### src/hdl/assert_macros.svh
// ----------------------------------------------------------------------------
// Assertion macros
// Shared concurrent assertion forms, clocked on i_clk, disabled in reset.
// ----------------------------------------------------------------------------
`ifndef ASSERT_MACROS_SVH
`define ASSERT_MACROS_SVH

// Implication within the same cycle.
`define DSRV_ASSERT_SAME(lbl, ante, cons, msg) \
    lbl: assert property (@(posedge i_clk) disable iff (!i_rst_n) \
        (ante) |-> (cons)) else $error(msg);

// Implication checked in the next cycle.
`define DSRV_ASSERT_NEXT(lbl, ante, cons, msg) \
    lbl: assert property (@(posedge i_clk) disable iff (!i_rst_n) \
        (ante) |=> (cons)) else $error(msg);

`endif

### src/hdl/dsrv_pkg.sv
// ----------------------------------------------------------------------------
// dsrv_pkg
// Types, constants and the CRC-32 word update shared by the validator.
// ----------------------------------------------------------------------------
package dsrv_pkg;

    localparam logic [31:0] CRC_POLY      = 32'hEDB88320;
    localparam logic [31:0] ALL_ONES      = 32'hFFFFFFFF;
    localparam logic [31:0] MAGIC_WORD    = 32'h43414C31;
    localparam logic [31:0] COMMIT_WORD   = 32'hC0A17ED1;
    localparam logic [15:0] FORMAT_VER    = 16'd1;
    localparam logic [15:0] PAYLOAD_BYTES = 16'd28;

    localparam logic [3:0] POS_MAGIC  = 4'd0;
    localparam logic [3:0] POS_HEADER = 4'd1;
    localparam logic [3:0] POS_GEN    = 4'd2;
    localparam logic [3:0] POS_CRC    = 4'd10;
    localparam logic [3:0] POS_COMMIT = 4'd11;

    localparam logic [2:0] CAUSE_OK      = 3'd0;
    localparam logic [2:0] CAUSE_MAGIC   = 3'd1;
    localparam logic [2:0] CAUSE_VERSION = 3'd2;
    localparam logic [2:0] CAUSE_SIZE    = 3'd3;
    localparam logic [2:0] CAUSE_CRC     = 3'd4;
    localparam logic [2:0] CAUSE_COMMIT  = 3'd5;

    localparam logic KIND_VERDICT = 1'b0;
    localparam logic KIND_SELECT  = 1'b1;

    localparam int QUEUE_DEPTH = 4;

    typedef struct packed {
        logic        kind;
        logic        ok;
        logic [2:0]  cause;
        logic        slot;
        logic [31:0] gen;
    } t_q_entry;

    typedef struct packed {
        logic        save_slot;
        logic [31:0] next_generation;
        logic        found_valid;
        logic [31:0] generation;
        logic        slot_number;
        logic [2:0]  fail_cause;
        logic        record_ok;
    } t_result;

    // Reflected CRC-32 over one word fed least significant byte first.
    function automatic logic [31:0] crc_word(input logic [31:0] c_in,
                                             input logic [31:0] w);
        logic [31:0] c;
        c = c_in ^ w;
        for (int k = 0; k < 32; k++) begin
            c = c[0] ? ((c >> 1) ^ CRC_POLY) : (c >> 1);
        end
        return c;
    endfunction

endpackage

### src/hdl/dual_slot_record_validator.sv
// ----------------------------------------------------------------------------
// dual_slot_record_validator
// Checks 12-word records from two slots and selects the newest valid one.
//
//   Channel  Dir  Handshake              Content
//   s_*      in   i_s_tvalid/o_s_tready  record word or end of scan
//   m_*      out  o_m_tvalid/i_m_tready  record verdict or scan selection
//
// One input item is taken per cycle while the queue is not full; the CRC update
// of a word is one unrolled step in the front. A result goes from the accepting
// edge into the queue and then into the output register before it is valid.
// A four-entry queue and the output register let either side stall alone.
// Synchronous active-low reset clears all control state; no clearing pass.
// ----------------------------------------------------------------------------
module dual_slot_record_validator #(
    parameter int QUEUE_DEPTH = dsrv_pkg::QUEUE_DEPTH
) (
    input  logic        i_clk,
    input  logic        i_rst_n,
    input  logic        i_s_tvalid,
    output logic        o_s_tready,
    // [0] slot_id, [32:1] record_word, [39:33] zero
    input  logic [39:0] i_s_tdata,
    // [0] command
    input  logic        i_s_tuser,
    output logic        o_m_tvalid,
    input  logic        i_m_tready,
    // [0] record_ok, [3:1] fail_cause, [4] slot_number, [36:5] generation,
    // [37] found_valid, [69:38] next_generation, [70] save_slot, [71] zero
    output logic [71:0] o_m_tdata,
    // [0] result_kind
    output logic        o_m_tuser
);

`include "assert_macros.svh"

    logic               w_push;
    logic               w_full;
    logic               w_q_valid;
    logic               w_pop;
    dsrv_pkg::t_q_entry w_push_entry;
    dsrv_pkg::t_q_entry w_q_entry;
    dsrv_pkg::t_result  w_result;

    dsrv_front u_front (
        .i_clk      (i_clk),
        .i_rst_n    (i_rst_n),
        .i_s_tvalid (i_s_tvalid),
        .o_s_tready (o_s_tready),
        .i_cmd      (i_s_tuser),
        .i_slot     (i_s_tdata[0]),
        .i_word     (i_s_tdata[32:1]),
        .i_q_full   (w_full),
        .o_push     (w_push),
        .o_entry    (w_push_entry)
    );

    dsrv_queue #(
        .DEPTH (QUEUE_DEPTH)
    ) u_queue (
        .i_clk   (i_clk),
        .i_rst_n (i_rst_n),
        .i_push  (w_push),
        .i_entry (w_push_entry),
        .o_full  (w_full),
        .o_valid (w_q_valid),
        .o_entry (w_q_entry),
        .i_pop   (w_pop)
    );

    dsrv_back u_back (
        .i_clk      (i_clk),
        .i_rst_n    (i_rst_n),
        .i_q_valid  (w_q_valid),
        .i_q_entry  (w_q_entry),
        .o_pop      (w_pop),
        .o_m_tvalid (o_m_tvalid),
        .i_m_tready (i_m_tready),
        .o_kind     (o_m_tuser),
        .o_result   (w_result)
    );

    assign o_m_tdata = {1'b0, w_result};

    `DSRV_ASSERT_NEXT(a_queue_keeps_entry, w_q_valid && !w_pop, w_q_valid,
        "queue lost an entry that was not popped")

    `DSRV_ASSERT_SAME(a_verdict_ok_matches_cause,
        o_m_tvalid && (o_m_tuser == dsrv_pkg::KIND_VERDICT),
        o_m_tdata[0] == (o_m_tdata[3:1] == dsrv_pkg::CAUSE_OK),
        "verdict ok flag disagrees with fail cause")

    `DSRV_ASSERT_SAME(a_empty_scan_defaults,
        o_m_tvalid && (o_m_tuser == dsrv_pkg::KIND_SELECT) && !o_m_tdata[37],
        (o_m_tdata[69:38] == 32'd1) && !o_m_tdata[70] && !o_m_tdata[4],
        "selection without a valid slot has wrong defaults")

    `DSRV_ASSERT_NEXT(a_push_fills_queue, w_push && !w_full, w_q_valid,
        "queue empty after a push")

endmodule

### src/hdl/dsrv_front.sv
// ----------------------------------------------------------------------------
// dsrv_front
// Accepts items, tracks the word position, runs the CRC and format checks,
// and queues one entry per completed record or end of scan.
// ----------------------------------------------------------------------------
module dsrv_front (
    input  logic                i_clk,
    input  logic                i_rst_n,
    input  logic                i_s_tvalid,
    output logic                o_s_tready,
    input  logic                i_cmd,
    input  logic                i_slot,
    input  logic [31:0]         i_word,
    input  logic                i_q_full,
    output logic                o_push,
    output dsrv_pkg::t_q_entry  o_entry
);

    logic [3:0]  r_pos,  n_pos;
    logic [31:0] r_crc,  n_crc;
    logic [2:0]  r_fail, n_fail;
    logic [31:0] r_gen,  n_gen;

    logic        w_accept;
    logic [2:0]  w_cause;
    logic [2:0]  w_fail;

    assign o_s_tready = !i_q_full;
    assign w_accept   = i_s_tvalid && !i_q_full;

    always_comb begin
        w_cause = dsrv_pkg::CAUSE_OK;
        case (r_pos)
            dsrv_pkg::POS_MAGIC: begin
                if (i_word != dsrv_pkg::MAGIC_WORD) w_cause = dsrv_pkg::CAUSE_MAGIC;
            end
            dsrv_pkg::POS_HEADER: begin
                if (i_word[15:0] != dsrv_pkg::FORMAT_VER) begin
                    w_cause = dsrv_pkg::CAUSE_VERSION;
                end else if (i_word[31:16] != dsrv_pkg::PAYLOAD_BYTES) begin
                    w_cause = dsrv_pkg::CAUSE_SIZE;
                end
            end
            dsrv_pkg::POS_CRC: begin
                if (i_word != (r_crc ^ dsrv_pkg::ALL_ONES)) w_cause = dsrv_pkg::CAUSE_CRC;
            end
            dsrv_pkg::POS_COMMIT: begin
                if (i_word != dsrv_pkg::COMMIT_WORD) w_cause = dsrv_pkg::CAUSE_COMMIT;
            end
            default: w_cause = dsrv_pkg::CAUSE_OK;
        endcase
    end

    assign w_fail = (r_fail != dsrv_pkg::CAUSE_OK) ? r_fail : w_cause;

    always_comb begin
        n_pos   = r_pos;
        n_crc   = r_crc;
        n_fail  = r_fail;
        n_gen   = r_gen;
        o_push  = 1'b0;
        o_entry = '0;
        if (w_accept) begin
            if (i_cmd == dsrv_pkg::KIND_SELECT) begin
                o_push       = 1'b1;
                o_entry.kind = dsrv_pkg::KIND_SELECT;
                n_pos        = '0;
                n_crc        = dsrv_pkg::ALL_ONES;
                n_fail       = dsrv_pkg::CAUSE_OK;
                n_gen        = '0;
            end else if (r_pos >= dsrv_pkg::POS_COMMIT) begin
                o_push        = 1'b1;
                o_entry.kind  = dsrv_pkg::KIND_VERDICT;
                o_entry.ok    = (w_fail == dsrv_pkg::CAUSE_OK);
                o_entry.cause = w_fail;
                o_entry.slot  = i_slot;
                o_entry.gen   = r_gen;
                n_pos         = '0;
                n_crc         = dsrv_pkg::ALL_ONES;
                n_fail        = dsrv_pkg::CAUSE_OK;
                n_gen         = '0;
            end else begin
                n_fail = w_fail;
                n_pos  = r_pos + 4'd1;
                if (r_pos == dsrv_pkg::POS_GEN) n_gen = i_word;
                if (r_pos >= dsrv_pkg::POS_HEADER && r_pos < dsrv_pkg::POS_CRC) begin
                    n_crc = dsrv_pkg::crc_word(r_crc, i_word);
                end
            end
        end
    end

    always_ff @(posedge i_clk) begin
        if (!i_rst_n) begin
            r_pos  <= '0;
            r_crc  <= dsrv_pkg::ALL_ONES;
            r_fail <= dsrv_pkg::CAUSE_OK;
            r_gen  <= '0;
        end else begin
            r_pos  <= n_pos;
            r_crc  <= n_crc;
            r_fail <= n_fail;
            r_gen  <= n_gen;
        end
    end

endmodule

### src/hdl/dsrv_queue.sv
// ----------------------------------------------------------------------------
// dsrv_queue
// Small register FIFO that decouples the checking front from the back end.
// ----------------------------------------------------------------------------
module dsrv_queue #(
    parameter int DEPTH = dsrv_pkg::QUEUE_DEPTH
) (
    input  logic                i_clk,
    input  logic                i_rst_n,
    input  logic                i_push,
    input  dsrv_pkg::t_q_entry  i_entry,
    output logic                o_full,
    output logic                o_valid,
    output dsrv_pkg::t_q_entry  o_entry,
    input  logic                i_pop
);

    localparam int PTR_W = (DEPTH > 1) ? $clog2(DEPTH) : 1;
    localparam int CNT_W = $clog2(DEPTH + 1);
    localparam logic [PTR_W-1:0] LAST_PTR = PTR_W'(DEPTH - 1);
    localparam logic [CNT_W-1:0] FULL_CNT = CNT_W'(DEPTH);

    dsrv_pkg::t_q_entry r_mem [DEPTH];
    logic [PTR_W-1:0]   r_wr_ptr, n_wr_ptr;
    logic [PTR_W-1:0]   r_rd_ptr, n_rd_ptr;
    logic [CNT_W-1:0]   r_count,  n_count;
    logic               w_do_push;
    logic               w_do_pop;

    assign o_full    = (r_count == FULL_CNT);
    assign o_valid   = (r_count != '0);
    assign o_entry   = r_mem[r_rd_ptr];
    assign w_do_push = i_push && !o_full;
    assign w_do_pop  = i_pop && o_valid;

    always_comb begin
        n_wr_ptr = r_wr_ptr;
        n_rd_ptr = r_rd_ptr;
        n_count  = r_count;
        if (w_do_push) n_wr_ptr = (r_wr_ptr == LAST_PTR) ? '0 : r_wr_ptr + PTR_W'(1);
        if (w_do_pop)  n_rd_ptr = (r_rd_ptr == LAST_PTR) ? '0 : r_rd_ptr + PTR_W'(1);
        if (w_do_push && !w_do_pop) n_count = r_count + CNT_W'(1);
        if (!w_do_push && w_do_pop) n_count = r_count - CNT_W'(1);
    end

    always_ff @(posedge i_clk) begin
        if (!i_rst_n) begin
            r_wr_ptr <= '0;
            r_rd_ptr <= '0;
            r_count  <= '0;
        end else begin
            r_wr_ptr <= n_wr_ptr;
            r_rd_ptr <= n_rd_ptr;
            r_count  <= n_count;
        end
    end

    always_ff @(posedge i_clk) begin
        if (w_do_push) r_mem[r_wr_ptr] <= i_entry;
    end

endmodule

### src/hdl/dsrv_back.sv
// ----------------------------------------------------------------------------
// dsrv_back
// Keeps the newest valid slot of the scan and forms the registered results.
// ----------------------------------------------------------------------------
module dsrv_back (
    input  logic                i_clk,
    input  logic                i_rst_n,
    input  logic                i_q_valid,
    input  dsrv_pkg::t_q_entry  i_q_entry,
    output logic                o_pop,
    output logic                o_m_tvalid,
    input  logic                i_m_tready,
    output logic                o_kind,
    output dsrv_pkg::t_result   o_result
);

    logic               r_any,  n_any;
    logic               r_best_slot, n_best_slot;
    logic [31:0]        r_best_gen,  n_best_gen;
    logic               r_out_valid, n_out_valid;
    logic               r_out_kind,  n_out_kind;
    dsrv_pkg::t_result  r_out,  n_out;
    logic [31:0]        w_diff;
    logic               w_newer;

    assign o_pop      = i_q_valid && (!r_out_valid || i_m_tready);
    assign w_diff     = i_q_entry.gen - r_best_gen;
    assign w_newer    = (w_diff != '0) && !w_diff[31];
    assign o_m_tvalid = r_out_valid;
    assign o_kind     = r_out_kind;
    assign o_result   = r_out;

    always_comb begin
        n_any       = r_any;
        n_best_slot = r_best_slot;
        n_best_gen  = r_best_gen;
        n_out_kind  = r_out_kind;
        n_out       = r_out;
        n_out_valid = r_out_valid && !i_m_tready;
        if (o_pop) begin
            n_out_valid = 1'b1;
            n_out       = '0;
            n_out_kind  = i_q_entry.kind;
            if (i_q_entry.kind == dsrv_pkg::KIND_SELECT) begin
                n_out.found_valid     = r_any;
                n_out.slot_number     = r_any ? r_best_slot : 1'b0;
                n_out.generation      = r_any ? r_best_gen : '0;
                n_out.next_generation = (r_any && r_best_gen != '0) ?
                                        r_best_gen + 32'd1 : 32'd1;
                n_out.save_slot       = r_any ? !r_best_slot : 1'b0;
                n_any       = 1'b0;
                n_best_slot = 1'b0;
                n_best_gen  = '0;
            end else begin
                n_out.record_ok   = i_q_entry.ok;
                n_out.fail_cause  = i_q_entry.cause;
                n_out.slot_number = i_q_entry.slot;
                n_out.generation  = i_q_entry.gen;
                if (i_q_entry.ok && (!r_any || w_newer)) begin
                    n_any       = 1'b1;
                    n_best_slot = i_q_entry.slot;
                    n_best_gen  = i_q_entry.gen;
                end
            end
        end
    end

    always_ff @(posedge i_clk) begin
        if (!i_rst_n) begin
            r_any       <= 1'b0;
            r_best_slot <= 1'b0;
            r_best_gen  <= '0;
            r_out_valid <= 1'b0;
        end else begin
            r_any       <= n_any;
            r_best_slot <= n_best_slot;
            r_best_gen  <= n_best_gen;
            r_out_valid <= n_out_valid;
        end
    end

    always_ff @(posedge i_clk) begin
        r_out_kind <= n_out_kind;
        r_out      <= n_out;
    end

endmodule

### config.mk
export PLATFORM = sky130hd
export DESIGN_NAME = dual_slot_record_validator
export DESIGN_NICKNAME = d
export VERILOG_FILES = /design/src/hdl/dsrv_pkg.sv /design/src/hdl/dual_slot_record_validator.sv /design/src/hdl/dsrv_front.sv /design/src/hdl/dsrv_queue.sv /design/src/hdl/dsrv_back.sv
export VERILOG_INCLUDE_DIRS = /design/src /design/src/hdl
export SDC_FILE = /design/constraint.sdc
export NUM_CORES = 1
export LEC_CHECK = 0
export BUFFER_PORTS_ARGS = -buffer_cell sky130_fd_sc_hd__buf_2
export CORE_MARGIN = 3
export CORE_UTILIZATION = 40
export CTS_BUF_LIST = sky130_fd_sc_hd__clkbuf_16
export DETAILED_ROUTE_END_ITERATION = 8
export GPL_TIMING_DRIVEN = 0
export PLACE_DENSITY = 0.7
export SLEW_MARGIN = 10
export SYNTH_ARGS = -nofsm -noshare
export SYNTH_HDL_FRONTEND = slang
export SYNTH_SLANG_ARGS = --single-unit
### constraint.sdc
create_clock -name i_clk -period 7.5 [get_ports i_clk]
set_clock_uncertainty 0.1 [all_clocks]
set_input_delay 1.875 -clock i_clk [delete_from_list [all_inputs] [get_ports i_clk]]
set_output_delay 1.875 -clock i_clk [all_outputs]
set_load 0.03 [all_outputs]
==> tab_implementation.tex, run 1 <==
\begin{tabular}{lr}
\hline
Metric & Value \\
\hline
\multicolumn{2}{l}{\textbf{Run status}} \\
Result of the run & finished clean \\
\multicolumn{2}{l}{\textbf{GRT}} \\
Overall global routing resource usage & 0.190 \\
Wire length of the first global-routing pass & 73500 um \\
Via count of the first global-routing pass & 12818 \\
Maximum number of pins on one net before global-route repair & 30 \\
Antenna violations before repair & 0 \\
Remaining global-route overflow & 0 \\
\multicolumn{2}{l}{\textbf{Critical path}} \\
Maximum fanout along the worst path & 10 \\
Critical path type & reg2reg \\
CP Launch Type & flop \\
Critical Path RT & 7.81 ns \\
Arrival time of data at the critical path endpoint & 7.32 ns \\
Endpoint kind of the worst setup timing path & flop \\
\multicolumn{2}{l}{\textbf{Synth}} \\
Portion of the post-synthesis area used by sequential elements & 0.484 \\
Gate count after technology mapping & 1609 \\
Combined area of all synthesized cells & 0.0186 mm\^{}2 \\
Number of synthesized flops with an enable pin & 224 \\
Number of flip-flops and latches in the synthesized netlist & 339 \\
Warnings from Yosys & 0 \\
Library cells used by synthesis & 70 \\
Proportion of synthesized flip-flops having asynchronous set or reset & 0 \\
Mean instance size in the synthesized netlist & 11.6 um\^{}2 \\
Number of nets produced by synthesis & 1702 \\
Primary flip-flop cell chosen by synthesis mapping & edfxtp\_1 \\
\multicolumn{2}{l}{\textbf{Place}} \\
Detailed-placement wirelength estimate & 36800 um \\
Buffers on Ports & 110 \\
Pre-CTS worst setup slack & -0.0633 ns \\
Placer congestion estimate & 0.936 \\
\multicolumn{2}{l}{\textbf{STA}} \\
Number of endpoints with negative hold slack in the final report & 0 \\
Tmin final & 7.02 ns \\
Relative max-transition margin & 0.371 \\
Transition time at the pin with the least slew margin & 0.936 ns \\
Total of endpoints with negative setup slack in the final report & 0 \\
Max-slew violation total from the final report & 0 \\
Setup repair after global routing missed its margin & false \\
Min setup slack post-route & 0.481 ns \\
Achievable Freq & 0.142 GHz \\
Portion of the clock cycle consumed by the worst path in the final layout & 0.936 \\
\multicolumn{2}{l}{\textbf{Floorplanning}} \\
Die width & 222 um \\
Core area & 0.0457 mm\^{}2 \\
Number of rows created at floorplan & 78 \\
Die H & 222 um \\
Die outline area & 0.0492 mm\^{}2 \\
Initial standard-cell utilization of the core & 0.408 \\
Count of boundary I/O pins & 120 \\
\multicolumn{2}{l}{\textbf{Clocking}} \\
Clock tree root buffer cell & clkbuf\_16 \\
Max clock buf depth & 3 \\
CTS buffer count & 37 \\
Worst-skew pair later-pin latency & 0.54 ns \\
H-tree lvl count & 2 \\
CTS tree & built \\
Number of sinks on the clock net & 339 \\
Clk slew on worst S/H paths & 0.06 ns \\
Number of post-CTS setup repair buffers & 0 \\
Hold buffer count at cts & 0 \\
\multicolumn{2}{l}{\textbf{Route}} \\
Overall via count from detail\_route & 12835 \\
DRC errors left & 0 \\
Count of TritonRoute iterations in the first routing pass & 5 \\
Number of design-rule violations left by the first detailed-router iteration & 866 \\
Antenna Violating Nets Remaining & 0 \\
Vias per cell & 5.36 \\
Wire length per cell & 19.9 um \\
DRT Wirelength & 47600 um \\
\multicolumn{2}{l}{\textbf{Cells and area}} \\
Area grow syn2layout & 14.6\% \\
Share of layout cells above drive strength 1 & 0.156 \\
Antenna fix cells & 0 \\
Final \#Nets & 1858 \\
\multicolumn{2}{l}{\textbf{Hold path}} \\
Type of the most critical hold path & reg2reg \\
\multicolumn{2}{l}{\textbf{Run}} \\
Max\_cap viols & 0 \\
\hline
\end{tabular}
==> stage by stage <==
step	std cells	hold WS (ns)	utilization	TNS [ns]	area, um^2
6_report	2394	0.375	0.468	0	21400
3_5_place_dp	2326	0.365	0.440	-1.60	20100
2_1_floorplan	1609	0.347	-	0	18600
4_1_cts	2394	0.373	0.468	0	21400
5_1_grt	2394	0.392	0.468	0	21400
3_3_place_gp	2319	0.360	0.437	0	19900
==> metal layers <==
layer  up-vias  GRT usage  wire, um
li1       6094          -         -
met1      6258      0.246     20400
met2       390      0.320     23000
met3        93     0.0298      2520
met4         0     0.0735      1710
met5         -          0         0
==> logic make-up (layout without fill, tap and decap cells) <==
family | Yosys count | after routing | synth area share
buffers and inverters | 121 | 306 | 0.0249
adder cells (fa/ha/maj) | 48 | 48 | 0.0330
other | 1 | 1 | 0.000201
XOR/XNOR | 324 | 324 | 0.185
flip-flops | 339 | 339 | 0.484
AO/OA/AOI/OAI | 231 | 231 | 0.0857
AND/OR/NAND/NOR | 466 | 466 | 0.120
multiplexers | 79 | 79 | 0.0668
==> cells in the mapped netlist, drive strengths merged (5+ instances only) <==
cell type,number,area (um^2)
mux4,36,811
nor3,21,105
a21o,27,203
edfxtp,224,6730
a22oi,32,240
nand4,20,125
and3,18,113
xnor2,261,2730
inv,56,210
or4,6,45.0
xnor3,5,114
o22a,19,166
nor2b,9,56.3
buf,13,58.8
clkbuf,51,191
nand2,151,567
o22ai,8,50.1
o21a,6,45.0
o31ai,30,225
ha,46,576
a21oi,39,195
nor2,112,420
dfxtp,115,2300
xor2,57,586
a31oi,5,31.3
nor4,23,144
and2,46,288
nand3,33,165
mux2i,40,400
and4,5,43.8
o21ai,31,155
==> critical path: stages, from the launching register on <==
cell and delay [ns]:
dfxtp_1 0.44, clkbuf_2 0.37, clkbuf_1 0.54, mux4_2 0.44
inv_1 0.07, ha_1 0.23, fa_1 0.47, xor2_1 0.20
nand4_1 0.13, a2111oi_0 0.57, o2111ai_1 0.20, or4_1 0.43
or4_1 0.39, or4_1 0.46, or4_1 0.55, nor4_1 0.56
nor2_1 0.26, buf_2 0.30, mux2i_1 0.16
==> registers in the layout, indices dropped and copies added, names as in the netlist, 2 cells and up, named ones only <==
| name | count |
|---|---|
| u_front.r_fail | 3 |
| u_back.o_result | 71 |
| u_front.r_pos | 4 |
| u_queue.r_mem | 152 |
| u_queue.r_rd_ptr | 2 |
| u_queue.r_count | 3 |
| u_front.r_gen | 32 |
| u_front.r_crc | 32 |
| u_back.r_best_gen | 32 |
| u_queue.r_wr_ptr | 2 |
==> layout make-up <==
type                            count  area [um^2]
Buffer                             64          263
Clock buffer                       39          976
Clock inverter                     29          277
Fill cell                        4174        24300
Inverter                           57          214
Multi-Input combinational cell   1149         9160
Sequential cell                   339         9030
Tap cell                          600          751
Timing Repair Buffer              117          691
==> path summary, 6_finish.rpt <==
path	from	slack, ns	cells after the start	end
worst max-delay path	flop	0.48	18	u_back.r_best_gen[3]
worst min-delay path	u_back.r_best_gen[24]	0.38	2	u_back.r_best_gen[24]
worst max register to register	flop	0.48	18	u_back.r_best_gen[3]
worst min register to register	u_back.r_best_gen[24]	0.38	2	u_back.r_best_gen[24]
==> cells in the final DEF, fill, tap and decap left out, types with 7 or more instances in the layout <==
master,instances
a21o_1,27
xnor2_4,14
nor2_1,112
a22oi_1,32
ha_1,46
xnor2_1,223
clkbuf_1,48
o31ai_1,30
nand3_1,33
edfxtp_1,224
and2_1,45
and3_1,14
nor2b_1,9
inv_1,63
o22ai_1,8
nand2_1,151
buf_2,115
a21oi_1,38
xor2_1,50
nand4_1,20
nor4_1,23
mux4_2,36
nor3_1,21
o21ai_0,24
xnor2_2,24
o21ai_1,7
buf_12,7
clkbuf_16,39
o22a_1,19
mux2i_1,40
dfxtp_1,115
==> repair_timing <==
item                       CTS  global route
setup endpoints to repair   30            32
cloned                       0             0
resized for setup            4             6
Power of run 1 is left out: the tool's default activity adds up to more than one toggle a clock period on the data nets, which glitch-free logic cannot reach.
==> run 2: changes to the inputs <==
--- a/config.mk
+++ b/config.mk
@@ -7,12 +7,13 @@
 export NUM_CORES = 1
 export LEC_CHECK = 0
 export BUFFER_PORTS_ARGS = -buffer_cell sky130_fd_sc_hd__buf_2
-export CORE_MARGIN = 3
+export CORE_MARGIN = 4
 export CORE_UTILIZATION = 40
 export CTS_BUF_LIST = sky130_fd_sc_hd__clkbuf_16
 export DETAILED_ROUTE_END_ITERATION = 8
 export GPL_TIMING_DRIVEN = 0
 export PLACE_DENSITY = 0.7
+export SKIP_CTS_REPAIR_TIMING = 1
 export SLEW_MARGIN = 10
 export SYNTH_ARGS = -nofsm -noshare
 export SYNTH_HDL_FRONTEND = slang
==> run 2 against run 1 <==
Against the previous run:
- utilization down 0.11 points
- final cell count about the same
- largest cell class unchanged
- highest routed layer unchanged
- fmax down 1.2%
- die area up 1.8%
- flip-flop and latch count unchanged
==> tab_implementation.tex, run 2 (synthesis gave the netlist of run 1 again) <==
\begin{tabular}{lr}
\hline
Metric & Value \\
\hline
\multicolumn{2}{l}{\textbf{Run status}} \\
Result of the run & finished clean \\
\multicolumn{2}{l}{\textbf{STA}} \\
Max-slew violation total from the final report & 0 (unchanged) \\
Tmin final & 7.10 ns (+0.0824 ns) \\
Achievable Freq & 0.141 GHz (-1.2\%) \\
Minimum hold slack & 0.386 ns (+0.0108 ns) \\
Transition time at the pin with the least slew margin & 1.02 ns (+0.0860 ns) \\
Setup repair after global routing missed its margin & false \\
Number of endpoints with negative hold slack in the final report & 0 (unchanged) \\
Total of endpoints with negative setup slack in the final report & 0 (unchanged) \\
Portion of the clock cycle consumed by the worst path in the final layout & 0.947 (+0.0110) \\
Relative max-transition margin & 0.313 (-0.0578) \\
\multicolumn{2}{l}{\textbf{Place}} \\
Detailed-placement wirelength estimate & 36900 um (+0.33\%) \\
Number of cells in the design after placement & 2326 (unchanged) \\
Buffers on Ports & 110 (unchanged) \\
Placer congestion estimate & 0.967 (+3.2\%) \\
Placement-stage cell area & 0.0201 mm\^{}2 (unchanged) \\
\multicolumn{2}{l}{\textbf{Critical path}} \\
Cell chain of the critical path & clkbuf\_2, clkbuf\_1, mux4\_2, ha\_1, clkbuf\_1, and3\_1, and3\_1, a21boi\_0, nor3\_1, or4\_1, or4\_1, or4\_1, nor4\_1, nor2\_1, buf\_2, mux2i\_1 \\
Arrival time of data at the critical path endpoint & 7.46 ns (+0.14 ns) \\
Maximum fanout along the worst path & 10 (unchanged) \\
CP max-delay cell & clkbuf\_1 \\
Cell type with the highest occurrence count on the critical path & or4\_1 \\
CP bufs+invs & 4 (unchanged) \\
Critical path type & reg2reg \\
Critical Path RT & 7.86 ns (+0.05 ns) \\
Max stage delay on crit path & 0.68 ns (+0.11 ns) \\
Cell class contributing the biggest share of worst-path delay & simple AND/OR/NAND/NOR gates \\
CP Launch Type & flop \\
Endpoint kind of the worst setup timing path & flop \\
\multicolumn{2}{l}{\textbf{Clocking}} \\
H-tree lvl count & 2 (unchanged) \\
CTS buffer count & 37 (unchanged) \\
Worst-skew pair later-pin latency & 0.55 ns (about the same) \\
Clk slew on worst S/H paths & 0.06 ns (about the same) \\
Max clock buf depth & 3 (unchanged) \\
Number of sinks on the clock net & 339 (unchanged) \\
CTS tree & built \\
Clock tree root buffer cell & clkbuf\_16 \\
\multicolumn{2}{l}{\textbf{GRT}} \\
Via count of the first global-routing pass & 13052 (+1.8\%) \\
Antenna violations before repair & 0 (unchanged) \\
Remaining global-route overflow & 0 (unchanged) \\
Wire length of the first global-routing pass & 74100 um (+0.89\%) \\
Maximum number of pins on one net before global-route repair & 31 (+3.3\%) \\
Overall global routing resource usage & 0.188 (-0.00194) \\
\multicolumn{2}{l}{\textbf{Cells and area}} \\
Reg with most FFs & u\_queue.r\_mem \\
Leading cell types in the layout, fill and taps excluded & edfxtp\_1, xnor2\_1, nand2\_1 \\
Fin area & 0.0213 mm\^{}2 (-0.24\%) \\
Most common library cell in the layout ignoring fill and taps & edfxtp\_1 \\
Final \#Nets & 1858 (unchanged) \\
Area grow syn2layout & 14.3\% \\
Antenna fix cells & 0 (unchanged) \\
Number of standard cells in the final layout excluding fillers & 2393 (-0.042\%) \\
Share of layout cells above drive strength 1 & 0.154 (-0.00103) \\
Number of fill cells & 4203 (+0.69\%) \\
Max FFs per register & 152 (unchanged) \\
\multicolumn{2}{l}{\textbf{Floorplanning}} \\
Core area & 0.0457 mm\^{}2 (unchanged) \\
Count of boundary I/O pins & 120 (unchanged) \\
Initial standard-cell utilization of the core & 0.408 (unchanged) \\
Die H & 224 um (+0.90\%) \\
Number of rows created at floorplan & 78 (unchanged) \\
Die width & 224 um (+0.90\%) \\
Die outline area & 0.0501 mm\^{}2 (+1.8\%) \\
\multicolumn{2}{l}{\textbf{Route}} \\
Overall via count from detail\_route & 12842 (+0.055\%) \\
Vias per cell & 5.37 (about the same) \\
Count of TritonRoute iterations in the first routing pass & 5 (unchanged) \\
DRC errors left & 0 (unchanged) \\
Number of design-rule violations left by the first detailed-router iteration & 1069 (+23\%) \\
Wire length per cell & 20.0 um (+0.30\%) \\
Antenna Violating Nets Remaining & 0 (unchanged) \\
DRT Wirelength & 47800 um (+0.26\%) \\
\multicolumn{2}{l}{\textbf{Hold path}} \\
Type of the most critical hold path & reg2reg \\
Launch instance of the worst min-delay path & u\_back.r\_best\_gen[27] \\
\multicolumn{2}{l}{\textbf{Run}} \\
Max\_cap viols & 0 (unchanged) \\
\hline
\end{tabular}
==> run 2: changes by cell type in the layout (fill, tap and decap cells not counted), sizes merged <==
cell | previous run | this run
bufinv | 5 | 4
clkbuf | 91 | 90
clkdlybuf4s15 | 1 | 0
clkinv | 12 | 16
clkinvlp | 3 | 2
inv | 66 | 65
==> run 2: path summary, 6_finish.rpt <==
| path | slack [ns] | cells past startpoint | to |
|---|---|---|---|
| setup / recovery | 0.40 | 16 | u_back.r_best_gen[7] |
| hold / removal | 0.39 | 2 | u_back.r_best_gen[27] |
| setup reg to reg | 0.40 | 16 | u_back.r_best_gen[7] |
| hold reg to reg | 0.39 | 2 | u_back.r_best_gen[27] |
==> run 2: tightest hold or removal path, cell delays in order, from the launching register on <==
cell and delay (ns):
dfxtp_1 0.32, nand2_1 0.06, mux2i_1 0.05
==> run 2: cell type report <==
cell class                      instances  area [um^2]  area share
Timing Repair Buffer                  117          691      0.0324
Buffer                                 64          255      0.0120
Clock inverter                         30          283      0.0133
Inverter                               57          214      0.0100
Tap cell                              600          751      0.0352
Sequential cell                       339         9030       0.424
Multi-Input combinational cell       1149         9160       0.430
Clock buffer                           37          926      0.0434
==> run 2: metrics by stage <==
step,setup TNS (ns),util,setup WS [ns]
6_report,0,0.467,0.399
4_1_cts,-0.823,0.466,-0.0502
3_3_place_gp,-0.582,0.437,-0.0297
2_1_floorplan,0,-,1.68
3_5_place_dp,-0.0150,0.440,-0.0150
5_1_grt,0,0.467,0.0155
==> run 2: metal layers <==
layer	track usage	share of wire	up-vias	wire length, um
met2	0.321	0.49	426	23300
met5	0	0	-	0
met3	0.0297	0.057	97	2710
met1	0.240	0.42	6204	20000
li1	-	-	6115	-
met4	0.0732	0.037	0	1780
Power of run 2 is left out for the same reason.
==> run 3: changes to the inputs <==
--- a/config.mk
+++ b/config.mk
@@ -12,7 +12,7 @@
 export CTS_BUF_LIST = sky130_fd_sc_hd__clkbuf_16
 export DETAILED_ROUTE_END_ITERATION = 8
 export GPL_TIMING_DRIVEN = 0
-export PLACE_DENSITY = 0.7
+export PLACE_DENSITY = 0.68
 export SKIP_CTS_REPAIR_TIMING = 1
 export SLEW_MARGIN = 10
 export SYNTH_ARGS = -nofsm -noshare
==> constraint.sdc (replaced) <==
create_clock -name i_clk -period 6.9 [get_ports i_clk]
set_clock_uncertainty 0.1 [all_clocks]
set_input_delay 1.725 -clock i_clk [delete_from_list [all_inputs] [get_ports i_clk]]
set_output_delay 1.725 -clock i_clk [all_outputs]
set_load 0.03 [all_outputs]
==> run 3 against run 2 <==
Against the previous run:
- final cell count barely moved
- setup slack got worse by 0.0062 ns
- via count barely moved
- flip-flop and latch count did not move
- cell area barely moved
- critical path depth did not move
- utilization barely moved
- fmax rose by 9.1%
- highest routed layer unchanged
- register-to-register slack barely moved
- critical endpoint is now u_back.r_best_gen[8]
- count of clock-buffer cells in the layout did not move
==> tab_implementation.tex, run 3 (synthesis gave the netlist of run 1 again) <==
\begin{tabular}{lr}
\hline
Metric & Value \\
\hline
\multicolumn{2}{l}{\textbf{STA}} \\
Transition time at the pin with the least slew margin & 0.967 ns (-0.0550 ns) \\
Relative max-transition margin & 0.350 (+0.0369) \\
Achievable Freq & 0.154 GHz (+9.1\%) \\
Portion of the clock cycle consumed by the worst path in the final layout & 0.943 (-0.00373) \\
Max-slew violation total from the final report & 0 (unchanged) \\
Tmin final & 6.51 ns (-0.594 ns) \\
Setup repair after global routing missed its margin & false \\
Number of endpoints with negative hold slack in the final report & 0 (unchanged) \\
Total of endpoints with negative setup slack in the final report & 0 (unchanged) \\
Minimum hold slack & 0.371 ns (-0.0152 ns) \\
\multicolumn{2}{l}{\textbf{Floorplanning}} \\
Number of rows created at floorplan & 78 (unchanged) \\
Count of boundary I/O pins & 120 (unchanged) \\
Core area & 0.0457 mm\^{}2 (unchanged) \\
Die outline area & 0.0501 mm\^{}2 (unchanged) \\
Die width & 224 um (unchanged) \\
Die H & 224 um (unchanged) \\
Initial standard-cell utilization of the core & 0.408 (unchanged) \\
\multicolumn{2}{l}{\textbf{Critical path}} \\
Worst reg2reg setup slack & 0.39 ns (about the same) \\
Reg-to-Reg End & u\_back.r\_best\_gen[8] \\
Endpoint kind of the worst setup timing path & flop \\
Maximum fanout along the worst path & 10 (unchanged) \\
Max stage delay on crit path & 0.62 ns (-0.06 ns) \\
Arrival time of data at the critical path endpoint & 6.82 ns (-0.64 ns) \\
Worst reg-to-reg path cell count & 16 (unchanged) \\
CP Launch Type & flop \\
Cell type with the highest occurrence count on the critical path & or4\_1 \\
Cell class contributing the biggest share of worst-path delay & simple AND/OR/NAND/NOR gates \\
CP bufs+invs & 4 (unchanged) \\
Critical path type & reg2reg \\
Cell chain of the critical path & buf\_2, clkbuf\_2, mux4\_2, ha\_1, clkbuf\_1, and3\_1, and3\_1, a21boi\_0, nor3\_1, or4\_1, or4\_1, or4\_1, nor4\_2, nor2\_1, buf\_2, mux2i\_1 \\
CP max-delay cell & mux4\_2 \\
Critical Path RT & 7.22 ns (-0.64 ns) \\
\multicolumn{2}{l}{\textbf{Place}} \\
Detailed-placement wirelength estimate & 36700 um (-0.61\%) \\
Number of cells in the design after placement & 2326 (unchanged) \\
Placer congestion estimate & 0.955 (-1.3\%) \\
Buffers on Ports & 110 (unchanged) \\
\multicolumn{2}{l}{\textbf{Route}} \\
DRC errors left & 0 (unchanged) \\
Antenna Violating Nets Remaining & 0 (unchanged) \\
Vias per cell & 5.36 (-0.18\%) \\
Overall via count from detail\_route & 12830 (-0.093\%) \\
Number of design-rule violations left by the first detailed-router iteration & 853 (-20\%) \\
Wire length per cell & 19.7 um (-1.4\%) \\
DRT Wirelength & 47100 um (-1.3\%) \\
Count of TritonRoute iterations in the first routing pass & 8 (+3) \\
\multicolumn{2}{l}{\textbf{Hold path}} \\
Hold path endpoint & u\_back.r\_best\_gen[30] \\
Hold path depth & 2 (unchanged) \\
Launch instance of the worst min-delay path & u\_back.r\_best\_gen[30] \\
Type of the most critical hold path & reg2reg \\
\multicolumn{2}{l}{\textbf{Cells and area}} \\
Number of fill cells & 4171 (-0.76\%) \\
Max FFs per register & 152 (unchanged) \\
Most common library cell in the layout ignoring fill and taps & edfxtp\_1 \\
Leading cell types in the layout, fill and taps excluded & edfxtp\_1, xnor2\_1, nand2\_1 \\
Share of layout cells above drive strength 1 & 0.157 (+0.00214) \\
Reg with most FFs & u\_queue.r\_mem \\
Area used by sequential logic in the layout & 0.00903 mm\^{}2 (unchanged) \\
Number of standard cells in the final layout excluding fillers & 2395 (+0.084\%) \\
Area grow syn2layout & 14.4\% (about the same) \\
Total area of multi-input combinational cells & 0.00917 mm\^{}2 (about the same) \\
Final \#Nets & 1858 (unchanged) \\
\multicolumn{2}{l}{\textbf{Run status}} \\
Result of the run & finished clean \\
\multicolumn{2}{l}{\textbf{Clocking}} \\
Clk slew on worst S/H paths & 0.06 ns (about the same) \\
Max clock buf depth & 3 (unchanged) \\
CTS tree & built \\
Clock tree root buffer cell & clkbuf\_16 \\
Worst-skew pair later-pin latency & 0.55 ns (about the same) \\
CTS buffer count & 37 (unchanged) \\
H-tree lvl count & 2 (unchanged) \\
Number of sinks on the clock net & 339 (unchanged) \\
\multicolumn{2}{l}{\textbf{GRT}} \\
Wire length of the first global-routing pass & 73700 um (-0.62\%) \\
Remaining global-route overflow & 0 (unchanged) \\
Via count of the first global-routing pass & 12943 (-0.84\%) \\
Maximum number of pins on one net before global-route repair & 30 (-3.2\%) \\
Antenna violations before repair & 1 (+1) \\
Overall global routing resource usage & 0.186 (-0.00144) \\
\multicolumn{2}{l}{\textbf{Run}} \\
Max\_cap viols & 0 (unchanged) \\
\hline
\end{tabular}
-- run 3: tightest hold or removal path, cell delays in order (launching register included) --
cell and delay (ns):
dfxtp_1 0.32, nand2_1 0.06, mux2i_1 0.05
-- run 3: metal layers --
metal  part of all wire  vias up  wire length [um]  GRT usage
li1                   -     6100                 -          -
met1               0.42     6250             19900      0.239
met2               0.49      390             23100      0.320
met3              0.055       90              2590     0.0291
met4              0.032        0              1530     0.0666
met5                  0        -                 0          0
-- run 3: through the flow --
step	worst slack, ns	instance area [um^2]	setup TNS (ns)	util
floorplan	1.08	18600	0	-
global placement	-0.582	19900	-17.80	0.437
detailed placement	-0.485	20100	-14.32	0.440
CTS	-0.512	21300	-15.35	0.466
global route	0.00915	21300	0	0.467
finish	0.393	21300	0	0.467
-- run 3: cell type report --
| cell class | instances | area share |
|---|---|---|
| flip-flops and latches | 339 | 0.423 |
| inverters | 57 | 0.0100 |
| diodes | 1 | 0.000117 |
| well taps | 600 | 0.0352 |
| multi-input cells | 1149 | 0.430 |
| repair buffers | 117 | 0.0324 |
| plain buffers | 64 | 0.0122 |
| clock inverters | 31 | 0.0133 |
| clock buffers | 37 | 0.0434 |
-- run 3: worst max path at each step --
stage          start                     to  slack, ns  cells after the start
2_1_floorplan   flop  u_back.r_best_gen[10]       1.08                     18
3_3_place_gp    flop   u_back.r_best_gen[4]      -0.58                     18
3_5_place_dp    flop  u_back.r_best_gen[10]      -0.48                     18
4_1_cts         flop  u_back.r_best_gen[10]      -0.51                     18
5_1_grt         flop   u_back.r_best_gen[8]      0.009                     18
6_report        flop   u_back.r_best_gen[8]       0.39                     16
Power of run 3 is left out for the same reason.
